==> src/hdl/tcsr_pkg.sv <==
`timescale 1ns / 1ps
// Package for the two-channel servo ramp: widths, codes, sequencer states.
// No dependencies; used by two_channel_servo_ramp and tcsr_chk.
package tcsr_pkg;

  localparam int POS_BITS_DEF     = 12;
  localparam int NUM_CHANNELS_DEF = 2;
  localparam int ID_BITS          = 8;
  localparam int DUR_BITS         = 16;
  localparam int TIME_BITS        = 32;
  localparam int PERIOD_BITS      = 26;
  localparam int TIME_SCALE       = 1000;

  typedef enum logic {
    OP_START = 1'b0,
    OP_TICK  = 1'b1
  } op_t;

  typedef enum logic [1:0] {
    ST_IDLE,
    ST_LAUNCH,
    ST_WAIT,
    ST_EMIT
  } seq_state_t;

endpackage

==> src/hdl/tcsr_div.sv <==
`timescale 1ns / 1ps
// Restoring unsigned divider, one quotient bit per cycle.
// Depends on nothing; instantiated by two_channel_servo_ramp.
module tcsr_div #(
  parameter int W = 26
) (
  input  logic         clk,
  input  logic         rst_n,
  input  logic         go,
  input  logic [W-1:0] dividend,
  input  logic [W-1:0] divisor,
  output logic         done,
  output logic [W-1:0] quotient
);

  localparam int CW = $clog2(W + 1);

  logic          busy_r;
  logic          done_r;
  logic [CW-1:0] cnt_r;
  logic [W-1:0]  rem_r;
  logic [W-1:0]  quo_r;
  logic [W-1:0]  dvs_r;
  logic [W:0]    trial;
  logic          fits;

  assign trial = {rem_r, quo_r[W-1]};
  assign fits  = trial >= {1'b0, dvs_r};

  always_ff @(posedge clk) begin
    if (!rst_n) begin
      busy_r <= 1'b0;
      done_r <= 1'b0;
      cnt_r  <= '0;
    end else begin
      done_r <= 1'b0;
      if (go) begin
        busy_r <= 1'b1;
        cnt_r  <= CW'(W);
      end else if (busy_r) begin
        cnt_r <= cnt_r - 1'b1;
        if (cnt_r == CW'(1)) begin
          busy_r <= 1'b0;
          done_r <= 1'b1;
        end
      end
    end
  end

  always_ff @(posedge clk) begin
    if (go) begin
      rem_r <= '0;
      quo_r <= dividend;
      dvs_r <= divisor;
    end else if (busy_r) begin
      rem_r <= fits ? W'(trial - {1'b0, dvs_r}) : trial[W-1:0];
      quo_r <= {quo_r[W-2:0], fits};
    end
  end

  assign done     = done_r;
  assign quotient = quo_r;

endmodule

==> src/hdl/two_channel_servo_ramp.sv <==
`timescale 1ns / 1ps
// Top level of the two-channel servo ramp generator.
// Depends on tcsr_pkg and tcsr_div.
//
// A start transaction loads a move and computes each channel's step period
// (duration*1000/distance); a tick transaction turns the elapsed time into a
// position per channel (elapsed*1000/period, clamped to the goal). Both use
// one shared bit-serial divider of PERIOD_BITS (26) bits, one channel after
// the other; channels that need no division skip the divider. in_stall is
// high for the whole sequence. A tick while no move is active is accepted and
// yields nothing. The result sits in an output register; a stalled result
// holds up only the next result.
module two_channel_servo_ramp
  import tcsr_pkg::*;
#(
  parameter int POS_BITS     = POS_BITS_DEF,
  parameter int NUM_CHANNELS = NUM_CHANNELS_DEF
) (
  input  logic                 clk,
  input  logic                 rst_n,
  input  logic                 in_valid,
  output logic                 in_stall,
  input  logic                 in_opcode,
  input  logic                 in_two_channels,
  input  logic [DUR_BITS-1:0]  in_duration_ms,
  input  logic [ID_BITS-1:0]   in_servo_a,
  input  logic [POS_BITS-1:0]  in_start_a,
  input  logic [POS_BITS-1:0]  in_goal_a,
  input  logic [ID_BITS-1:0]   in_servo_b,
  input  logic [POS_BITS-1:0]  in_start_b,
  input  logic [POS_BITS-1:0]  in_goal_b,
  input  logic [TIME_BITS-1:0] in_now_ms,
  output logic                 out_valid,
  input  logic                 out_stall,
  output logic [ID_BITS-1:0]   out_servo_a,
  output logic [POS_BITS-1:0]  out_pos_a,
  output logic [ID_BITS-1:0]   out_servo_b,
  output logic [POS_BITS-1:0]  out_pos_b,
  output logic                 out_b_valid,
  output logic                 out_done_res
);

  seq_state_t state_r, state_nxt;
  logic       ch_r, ch_nxt;
  op_t        op_r;
  logic       active_r, first_r;
  logic [TIME_BITS-1:0] begin_r;
  logic [DUR_BITS-1:0]  dur_r;
  logic       dual_r;
  logic       done_r;
  logic [DUR_BITS-1:0]  elap_r;

  logic [ID_BITS-1:0]     id_r  [2];
  logic [POS_BITS-1:0]    org_r [2];
  logic [POS_BITS-1:0]    tgt_r [2];
  logic [PERIOD_BITS-1:0] per_r [2];
  logic [POS_BITS-1:0]    pos_r [2];

  logic                out_valid_r;
  logic [ID_BITS-1:0]  out_servo_a_r, out_servo_b_r;
  logic [POS_BITS-1:0] out_pos_a_r, out_pos_b_r;
  logic                out_b_valid_r, out_done_r;

  logic in_acc, emit, div_go, div_done, last_ch, skip, step_done;
  logic [POS_BITS-1:0]    cur_org, cur_tgt, cur_dist, steps, new_pos;
  logic [PERIOD_BITS-1:0] quotient, div_dvd, div_dvs;
  logic [DUR_BITS-1:0]    mul_in;
  logic [TIME_BITS-1:0]   elapsed;

  assign in_stall = (state_r != ST_IDLE);
  assign in_acc   = in_valid && !in_stall;

  assign cur_org  = org_r[ch_r];
  assign cur_tgt  = tgt_r[ch_r];
  assign cur_dist = (cur_org > cur_tgt) ? cur_org - cur_tgt : cur_tgt - cur_org;
  assign skip     = (op_r == OP_START) ? (cur_dist == '0)
                  : (done_r || cur_dist == '0 || per_r[ch_r] == '0);
  assign last_ch  = ch_r || !dual_r;

  assign mul_in  = (op_r == OP_START) ? dur_r : elap_r;
  assign div_dvd = PERIOD_BITS'(mul_in * TIME_SCALE);
  assign div_dvs = (op_r == OP_START) ? PERIOD_BITS'(cur_dist) : per_r[ch_r];

  assign steps   = (quotient > PERIOD_BITS'(cur_dist)) ? cur_dist
                                                       : quotient[POS_BITS-1:0];
  assign new_pos = (cur_org <= cur_tgt) ? cur_org + steps : cur_org - steps;

  assign elapsed = first_r ? '0 : in_now_ms - begin_r;

  tcsr_div #(.W(PERIOD_BITS)) u_div (
    .clk      (clk),
    .rst_n    (rst_n),
    .go       (div_go),
    .dividend (div_dvd),
    .divisor  (div_dvs),
    .done     (div_done),
    .quotient (quotient)
  );

  always_ff @(posedge clk) begin
    if (!rst_n) begin
      state_r <= ST_IDLE;
      ch_r    <= 1'b0;
    end else begin
      state_r <= state_nxt;
      ch_r    <= ch_nxt;
    end
  end

  always_comb begin
    state_nxt = state_r;
    ch_nxt    = ch_r;
    div_go    = 1'b0;
    emit      = 1'b0;
    step_done = 1'b0;
    unique case (state_r)
      ST_IDLE: begin
        ch_nxt = 1'b0;
        if (in_acc && (in_opcode == OP_START || active_r)) begin
          state_nxt = ST_LAUNCH;
        end
      end
      ST_LAUNCH: begin
        if (skip) begin
          step_done = 1'b1;
        end else begin
          div_go    = 1'b1;
          state_nxt = ST_WAIT;
        end
      end
      ST_WAIT: begin
        step_done = div_done;
      end
      ST_EMIT: begin
        if (!out_valid_r || !out_stall) begin
          emit      = 1'b1;
          state_nxt = ST_IDLE;
        end
      end
      default: state_nxt = ST_IDLE;
    endcase
    if (step_done) begin
      if (!last_ch) begin
        ch_nxt    = 1'b1;
        state_nxt = ST_LAUNCH;
      end else begin
        state_nxt = (op_r == OP_START) ? ST_IDLE : ST_EMIT;
      end
    end
  end

  always_ff @(posedge clk) begin
    if (!rst_n) begin
      active_r <= 1'b0;
      first_r  <= 1'b1;
    end else if (in_acc && in_opcode == OP_START) begin
      active_r <= 1'b1;
      first_r  <= 1'b1;
    end else if (in_acc && active_r) begin
      first_r <= 1'b0;
    end else if (emit && done_r) begin
      active_r <= 1'b0;
      first_r  <= 1'b1;
    end
  end

  always_ff @(posedge clk) begin
    if (in_acc) begin
      op_r <= op_t'(in_opcode);
      if (in_opcode == OP_START) begin
        dur_r    <= in_duration_ms;
        dual_r   <= (NUM_CHANNELS >= 2) && in_two_channels;
        id_r[0]  <= in_servo_a;
        org_r[0] <= in_start_a;
        tgt_r[0] <= in_goal_a;
        if ((NUM_CHANNELS >= 2) && in_two_channels) begin
          id_r[1]  <= in_servo_b;
          org_r[1] <= in_start_b;
          tgt_r[1] <= in_goal_b;
        end else begin
          id_r[1]  <= '0;
          org_r[1] <= '0;
          tgt_r[1] <= '0;
        end
      end else if (active_r) begin
        if (first_r) begin
          begin_r <= in_now_ms;
        end
        elap_r <= elapsed[DUR_BITS-1:0];
        done_r <= elapsed >= TIME_BITS'(dur_r);
      end
    end
    if (state_r == ST_LAUNCH && skip) begin
      if (op_r == OP_START) begin
        per_r[ch_r] <= '0;
      end else begin
        pos_r[ch_r] <= cur_tgt;
      end
    end
    if (state_r == ST_WAIT && div_done) begin
      if (op_r == OP_START) begin
        per_r[ch_r] <= quotient;
      end else begin
        pos_r[ch_r] <= new_pos;
      end
    end
  end

  always_ff @(posedge clk) begin
    if (!rst_n) begin
      out_valid_r <= 1'b0;
    end else if (emit) begin
      out_valid_r <= 1'b1;
    end else if (!out_stall) begin
      out_valid_r <= 1'b0;
    end
  end

  always_ff @(posedge clk) begin
    if (emit) begin
      out_servo_a_r <= id_r[0];
      out_pos_a_r   <= pos_r[0];
      out_servo_b_r <= dual_r ? id_r[1] : '0;
      out_pos_b_r   <= dual_r ? pos_r[1] : '0;
      out_b_valid_r <= dual_r;
      out_done_r    <= done_r;
    end
  end

  assign out_valid    = out_valid_r;
  assign out_servo_a  = out_servo_a_r;
  assign out_pos_a    = out_pos_a_r;
  assign out_servo_b  = out_servo_b_r;
  assign out_pos_b    = out_pos_b_r;
  assign out_b_valid  = out_b_valid_r;
  assign out_done_res = out_done_r;

endmodule

==> config.mk <==
export PLATFORM = sky130hd
export DESIGN_NAME = two_channel_servo_ramp
export DESIGN_NICKNAME = d
export VERILOG_FILES = /design/src/hdl/tcsr_pkg.sv /design/src/hdl/tcsr_div.sv /design/src/hdl/two_channel_servo_ramp.sv
export SDC_FILE = /design/constraint.sdc
export NUM_CORES = 1
export LEC_CHECK = 0
export ABC_AREA = 0
export BUFFER_PORTS_ARGS = -buffer_cell sky130_fd_sc_hd__buf_2
export CAP_MARGIN = 15
export CORE_ASPECT_RATIO = 0.5
export CORE_MARGIN = 3
export CORE_UTILIZATION = 35
export CTS_CLUSTER_DIAMETER = 60
export DETAILED_ROUTE_END_ITERATION = 6
export GPL_TIMING_DRIVEN = 1
export PLACE_DENSITY_LB_ADDON = 0.3
export SYNTH_ARGS = -nofsm -noshare
export SYNTH_HDL_FRONTEND = slang
export SYNTH_SLANG_ARGS = --single-unit
==> constraint.sdc <==
create_clock -name clk -period 8.8 [get_ports clk]
set_clock_uncertainty 0.1 [all_clocks]
set_input_delay 0.88 -clock clk [delete_from_list [all_inputs] [get_ports clk]]
set_output_delay 0.88 -clock clk [all_outputs]
set_load 0.05 [all_outputs]
-- Word-level counts from Yosys, hierarchy flattened
Memories as Yosys holds them, arrays and structs flattened. A register that Yosys moved wholly into a read port is not among the register bits.
Index checks and enable logic that the tools add are counted.
- multipliers: 1
- reduce and logical (&&, ||, !) cells: 34
- $add $sub $neg: 7
- equality and inequality tests: 9
- bitwise gates (word level): 8
- order comparisons: 5
- muxes and demuxes: 68
- operators by type and width (cell ; count):
    26-bit two-way mux ; 4
    12-bit two-way mux ; 7
    1-bit two-way mux ; 44
    12-bit subtractor ; 3
    32-bit by 16-bit greater-or-equal comparator with 1-bit output ; 1
    32-bit two-way mux ; 1
    32-bit subtractor ; 1
    27-bit by 26-bit greater-or-equal comparator with 1-bit output ; 1
    26-bit by 12-bit greater-than comparator with 1-bit output ; 1
    26-bit zero test ; 1
    26-bit subtractor ; 1
    16-bit by 7-bit multiplier with 23-bit output (second input constant) ; 1
    16-bit two-way mux ; 1
    12-bit adder ; 1
    12-bit greater-than comparator ; 1
    12-bit <= comparator ; 1
    12-bit zero test ; 1
    2-bit two-way mux ; 6
    5-bit two-way mux ; 2
    3-bit inequality test (second input constant) ; 3
    8-bit two-way mux ; 1
    4-bit AND reduction ; 2
    2-bit nonzero test ; 4
    1-bit logical AND ; 7
    other kinds (18) ; 36
- bits in writable memories: 140
- memories: 5
- register bits: 160
- memory list (memory ; depth ; width ; read ports ; clocked after memory_dff ; write ports ; RTL line ; RTL):
    per_r ; 2 ; 26 ; 1 ; 1 ; 1 ; two_channel_servo_ramp.sv:56 ; logic [PERIOD_BITS-1:0] per_r [2];
    org_r ; 2 ; 12 ; 1 ; 1 ; 2 ; two_channel_servo_ramp.sv:54 ; logic [POS_BITS-1:0] org_r [2];
    pos_r ; 2 ; 12 ; 2 ; 2 ; 1 ; two_channel_servo_ramp.sv:57 ; logic [POS_BITS-1:0] pos_r [2];
    tgt_r ; 2 ; 12 ; 1 ; 1 ; 2 ; two_channel_servo_ramp.sv:55 ; logic [POS_BITS-1:0] tgt_r [2];
    id_r ; 2 ; 8 ; 2 ; 2 ; 2 ; two_channel_servo_ramp.sv:53 ; logic [ID_BITS-1:0] id_r [2];

-- Logic depth before layout (Yosys ltp)
- depth after elaboration: 10
- mapped depth: 42
- mapped depth without buffers: 38

-- By module
A second synthesis with hierarchy kept.
- cells, all modules: 1996
- area total of the unflattened synthesis: 21315.4 µm²
- by module, submodules not included (module ; instances ; sequential area each (µm²) ; area an instance (µm²) ; cells each):
    two_channel_servo_ramp ; 1 ; 7297.0 ; 16482.1 ; 1523
    tcsr_div ; 1 ; 2222.1 ; 4833.4 ; 473

-- Least setup slack after synthesis
OpenSTA, ideal clock, no wires.
- path kind: flip-flop to flip-flop
- start: register with a tool-made name
- end: memory pos_r[0][10] (netlist name), data pin
- stages on the path, launching flop included: 41
- slack: 0.450 ns
- data required time: 8.429 ns
- buffers on the path: 6
- arrival: 7.979 ns
- cell sequence: dfxtp_1 -> clkbuf_1 -> buf_1 -> clkbuf_1 -> mux2i_1 -> inv_1 -> fa_1 -> a211oi_2 -> o211ai_2 -> a21o_1 -> buf_4 -> a211oi_1 -> or3_1 -> a21oi_1 -> o211ai_1 -> inv_1 -> ha_1 -> nand2_1 -> [5 not listed] -> clkbuf_1 -> buf_1 -> nand2_1 -> o21ai_0 -> fa_1 -> a21oi_1 -> nor2_1 -> nor2_1 -> nor2b_1 -> o21a_1 -> o21ai_0 -> nand2b_1 -> a21oi_1 -> o21bai_1 -> a21oi_1 -> xnor2_1 -> nor2_1 -> a21oi_1
- RTL lines (element ; RTL line):
    to (decl) ; two_channel_servo_ramp.sv:57

==> flow_summary.rst <==
.. list-table::
   :header-rows: 1

   * - Metric
     - Value
   * - Result of the run
     - completed
   * - Post-CTS repair timing setup buffer count
     - 0
   * - Slew at the pin closest to its max-slew limit
     - 1.08 ns
   * - Post-detail-place hpwl
     - 40400 um
   * - Power per unit of standard cell area
     - 355 nW/um2
   * - Number of levels the H-tree was split into
     - 2
   * - Hold slack final
     - 0.318 ns
   * - Number of flops mapped to enable cells by yosys
     - 266
   * - Placeable core region
     - 59600 um2
   * - Vias per cell
     - 5.10
   * - DRT Wirelength
     - 53000 um
   * - Detailed-routing iteration count for the pre-antenna-repair pass
     - 5
   * - Maximum resistive drop on vdd
     - 260 uV
   * - Root cell of the clock tree
     - sky130_fd_sc_hd__clkbuf_16
   * - Part of the cycle the worst path needs
     - 92.5%
   * - Total vias in the final route
     - 15.7k
   * - Maximum number of pins on one net before global-route repair
     - 80
   * - Initial antenna violation count
     - 1
   * - Clock buffers created by TritonCTS
     - 37
   * - Commonest register cell after synthesis
     - sky130_fd_sc_hd__edfxtp_1
   * - Most common cell after layout, fill and taps aside
     - sky130_fd_sc_hd__edfxtp_1
   * - Startpoint types
     - register
   * - Count of synthesis-stage warnings from yosys
     - 0
   * - Global placement routability congestion
     - 0.872
   * - Post-route total power
     - 8.61 mW
   * - NumNets Final
     - 2586
   * - Hold crit path type
     - register to register
   * - Total of flip-flops plus latches after synthesis
     - 341
   * - Utilization of the core after routing
     - 40.7%
   * - Portion of the post-synthesis area used by sequential elements
     - 44.7%
   * - Share of final-layout standard cells stronger than drive strength 1
     - 13.5%
   * - Hold Violations, Final
     - 0
   * - Synth unique cells
     - 75
   * - Num ports
     - 162
   * - Number of remaining DRC errors
     - 0
   * - Most frequent cell on the critical path
     - sky130_fd_sc_hd__a21oi_1
   * - Die extent in y
     - 180 um
   * - Leakage component of the power
     - 9.99 nW
   * - Setup-violating endpoint count in the final report
     - 0
   * - Routed WL per cell
     - 17.2 um
   * - Clock tree from TritonCTS
     - done
   * - Remaining Overflow, GRT
     - 0
   * - Tightest slew margin relative to the limit
     - 26.9%
   * - # port buffers
     - 161
   * - Area delta synth->final
     - 14.5%
   * - Post-layout instance area
     - 24300 um2
   * - Count of nets left with antenna violations after detail routing
     - 0
   * - Max-slew violation count
     - 0
   * - DIE AREA
     - 63800 um2
   * - Critical setup path kind
     - register to register
   * - Slowest CP cell
     - sky130_fd_sc_hd__or3b_2
   * - Post-layout minimum cycle time
     - 8.14 ns
   * - Min setup slack post-route
     - 0.662 ns
   * - Initial core utilization
     - 35.6%
   * - CP Data Arrival Time
     - 8.41 ns
   * - Combined area of all synthesized cells
     - 21200 um2
   * - Critical Path Sink Type
     - register
   * - Latest clock arrival within the worst-skew pair
     - 0.54 ns
   * - Synthesized instance count
     - 2072
   * - Maximum fanout along the worst path
     - 21
   * - Worst Setup Slack post-DPL
     - 0.381 ns
   * - Fraction of synthesis flops using an asynchronous set or reset pin
     - 0%
   * - Buffer levels on the longest clock path
     - 3
   * - Leading cell types in the layout, fill and taps excluded
     - sky130_fd_sc_hd__edfxtp_1, sky130_fd_sc_hd__inv_1, sky130_fd_sc_hd__nand2_1
   * - Number of max-cap violations
     - 0
   * - Placed cell area
     - 23000 um2
   * - Number of core rows
     - 63
   * - GR Util All Layers
     - 16.1%
   * - Sum Neg Setup Slack
     - 0 ns
   * - F_max
     - 123 MHz
   * - Net count of the mapped netlist
     - 2427
   * - Setup repair after global routing missed its margin
     - false
   * - First-pass GRT wire length
     - 82600 um
   * - Post-layout instance count excluding filler cells
     - 3074
   * - Avg Synthesized Cell Area
     - 10.2 um2
   * - Reg clk slew, reported paths
     - 0.06 ns
   * - Post-placement cell count
     - 3004
   * - Worst EP required
     - 9.07 ns
   * - Vias in the first global route
     - 15.0k
   * - Chip width
     - 354 um
   * - Initial detailed-routing violation count
     - 1185
   * - Crit-path max cell delay
     - 0.51 ns
   * - Number of clock sinks seen by CTS
     - 341
==> layout make-up <==
| class | instances | area [um2] |
|---|---|---|
| Fill cell | 5863 | 35300 |
| Multi-Input combinational cell | 1472 | 10800 |
| Sequential cell | 341 | 9490 |
| Tap cell | 812 | 1020 |
| Clock inverter | 16 | 173 |
| Timing Repair Buffer | 196 | 1070 |
| Inverter | 183 | 687 |
| Clock buffer | 51 | 1060 |
| Antenna cell | 3 | 7.51 |
==> power by group <==
group,internal (mW),switching [mW]
combinational,1.98,2.71
sequential,2.10,0.230
clock,0.916,0.667
==> final timing paths <==
| check | from | to | slack [ns] | depth (start not counted) |
|---|---|---|---|---|
| setup reg to reg | register | pos_r[0][10] | 0.66 | 39 |
| setup / recovery | register | pos_r[0][10] | 0.66 | 39 |
| hold reg to reg | id_r[0][2] | out_servo_a[2] | 0.32 | 0 |
| hold / removal | id_r[0][2] | out_servo_a[2] | 0.32 | 0 |
==> layer usage <==
metal | GRT usage [%] | wire length [um] | vias up
li1 | - | - | 7775
met1 | 23.2 | 25400 | 7556
met2 | 25.6 | 24300 | 283
met3 | 2.71 | 2420 | 60
met4 | 3.32 | 852 | 0
met5 | 0 | 0 | -
==> cells by family after synthesis <==
| family | Yosys count | share of synthesized area [%] |
|---|---|---|
| AND/OR/NAND/NOR | 574 | 13.0 |
| XOR/XNOR | 74 | 3.06 |
| buffers and inverters | 259 | 4.79 |
| AO/OA/AOI/OAI | 510 | 14.7 |
| adder cells (fa/ha/maj) | 237 | 16.1 |
| flip-flops | 341 | 44.7 |
| multiplexers | 77 | 3.71 |
==> cell usage after synthesis, types with 5 or more instances <==
cell                        number  share of area, %
sky130_fd_sc_hd__inv_1         181               3.2
sky130_fd_sc_hd__buf_2          11              0.26
sky130_fd_sc_hd__o22ai_1         8              0.24
sky130_fd_sc_hd__xor2_1         24              0.99
sky130_fd_sc_hd__o2111ai_1       5              0.21
sky130_fd_sc_hd__nor3b_1         5              0.18
sky130_fd_sc_hd__nand4_1        17              0.50
sky130_fd_sc_hd__o21a_1         20              0.71
sky130_fd_sc_hd__clkbuf_1       53              0.94
sky130_fd_sc_hd__ha_1          178                10
sky130_fd_sc_hd__o21bai_1       10              0.35
sky130_fd_sc_hd__a211oi_1       24              0.85
sky130_fd_sc_hd__o21ai_0       148               3.5
sky130_fd_sc_hd__edfxtp_1      266                38
sky130_fd_sc_hd__nand3_1        47               1.1
sky130_fd_sc_hd__and3_1         37               1.1
sky130_fd_sc_hd__a221oi_1        5              0.21
sky130_fd_sc_hd__nor2b_1        23              0.68
sky130_fd_sc_hd__or3_1           9              0.27
sky130_fd_sc_hd__nand2_1       180               3.2
sky130_fd_sc_hd__nor4_1         23              0.68
sky130_fd_sc_hd__o21ai_1        17              0.40
sky130_fd_sc_hd__o211ai_1       11              0.39
sky130_fd_sc_hd__buf_4           6              0.21
sky130_fd_sc_hd__mux2i_1        64               3.0
sky130_fd_sc_hd__and2_1         31              0.91
sky130_fd_sc_hd__mux2_2         13              0.69
sky130_fd_sc_hd__a31oi_1        15              0.44
sky130_fd_sc_hd__buf_1           5             0.088
sky130_fd_sc_hd__nor2_1        135               2.4
sky130_fd_sc_hd__nor3_1         31              0.73
sky130_fd_sc_hd__or2_2           7              0.21
sky130_fd_sc_hd__nand2b_1       12              0.35
sky130_fd_sc_hd__a21boi_0       15              0.53
sky130_fd_sc_hd__xnor2_1        50               2.1
sky130_fd_sc_hd__a21oi_1       151               3.6
sky130_fd_sc_hd__fa_1           59               5.6
sky130_fd_sc_hd__dfxtp_1        75               7.1
sky130_fd_sc_hd__a21o_1         32               1.1
sky130_fd_sc_hd__o31ai_1        12              0.42
==> sequential cells by signal, summed over array words and instances, names as in the netlist, 24 cells and up, named ones only <==
| signal | flops |
|---|---|
| begin_r | 32 |
| org_r | 24 |
| per_r | 52 |
| pos_r | 24 |
| tgt_r | 24 |
| u_div.dvs_r | 26 |
| u_div.quotient | 26 |
| u_div.rem_r | 26 |
==> worst max-delay path: cells and delay by family, from the launching register on <==
kind                       cells  cell delay (ns)
AOI/OAI and AO/OA             15             2.74
xor gates and xnor gates       1             0.14
adders and majority gates      4             1.37
buffers and inverters          6             0.91
DFF                            1             0.50
muxes                          2             0.59
and+or+nand+nor               11             1.62
==> what timing repair did <==
| item | CTS | global route |
|---|---|---|
| hold buffers | 0 | 0 |
| resized for setup | 0 | 13 |
| setup endpoints to repair | 0 | 6 |
Note: power is estimated with default switching activity, not from simulation.
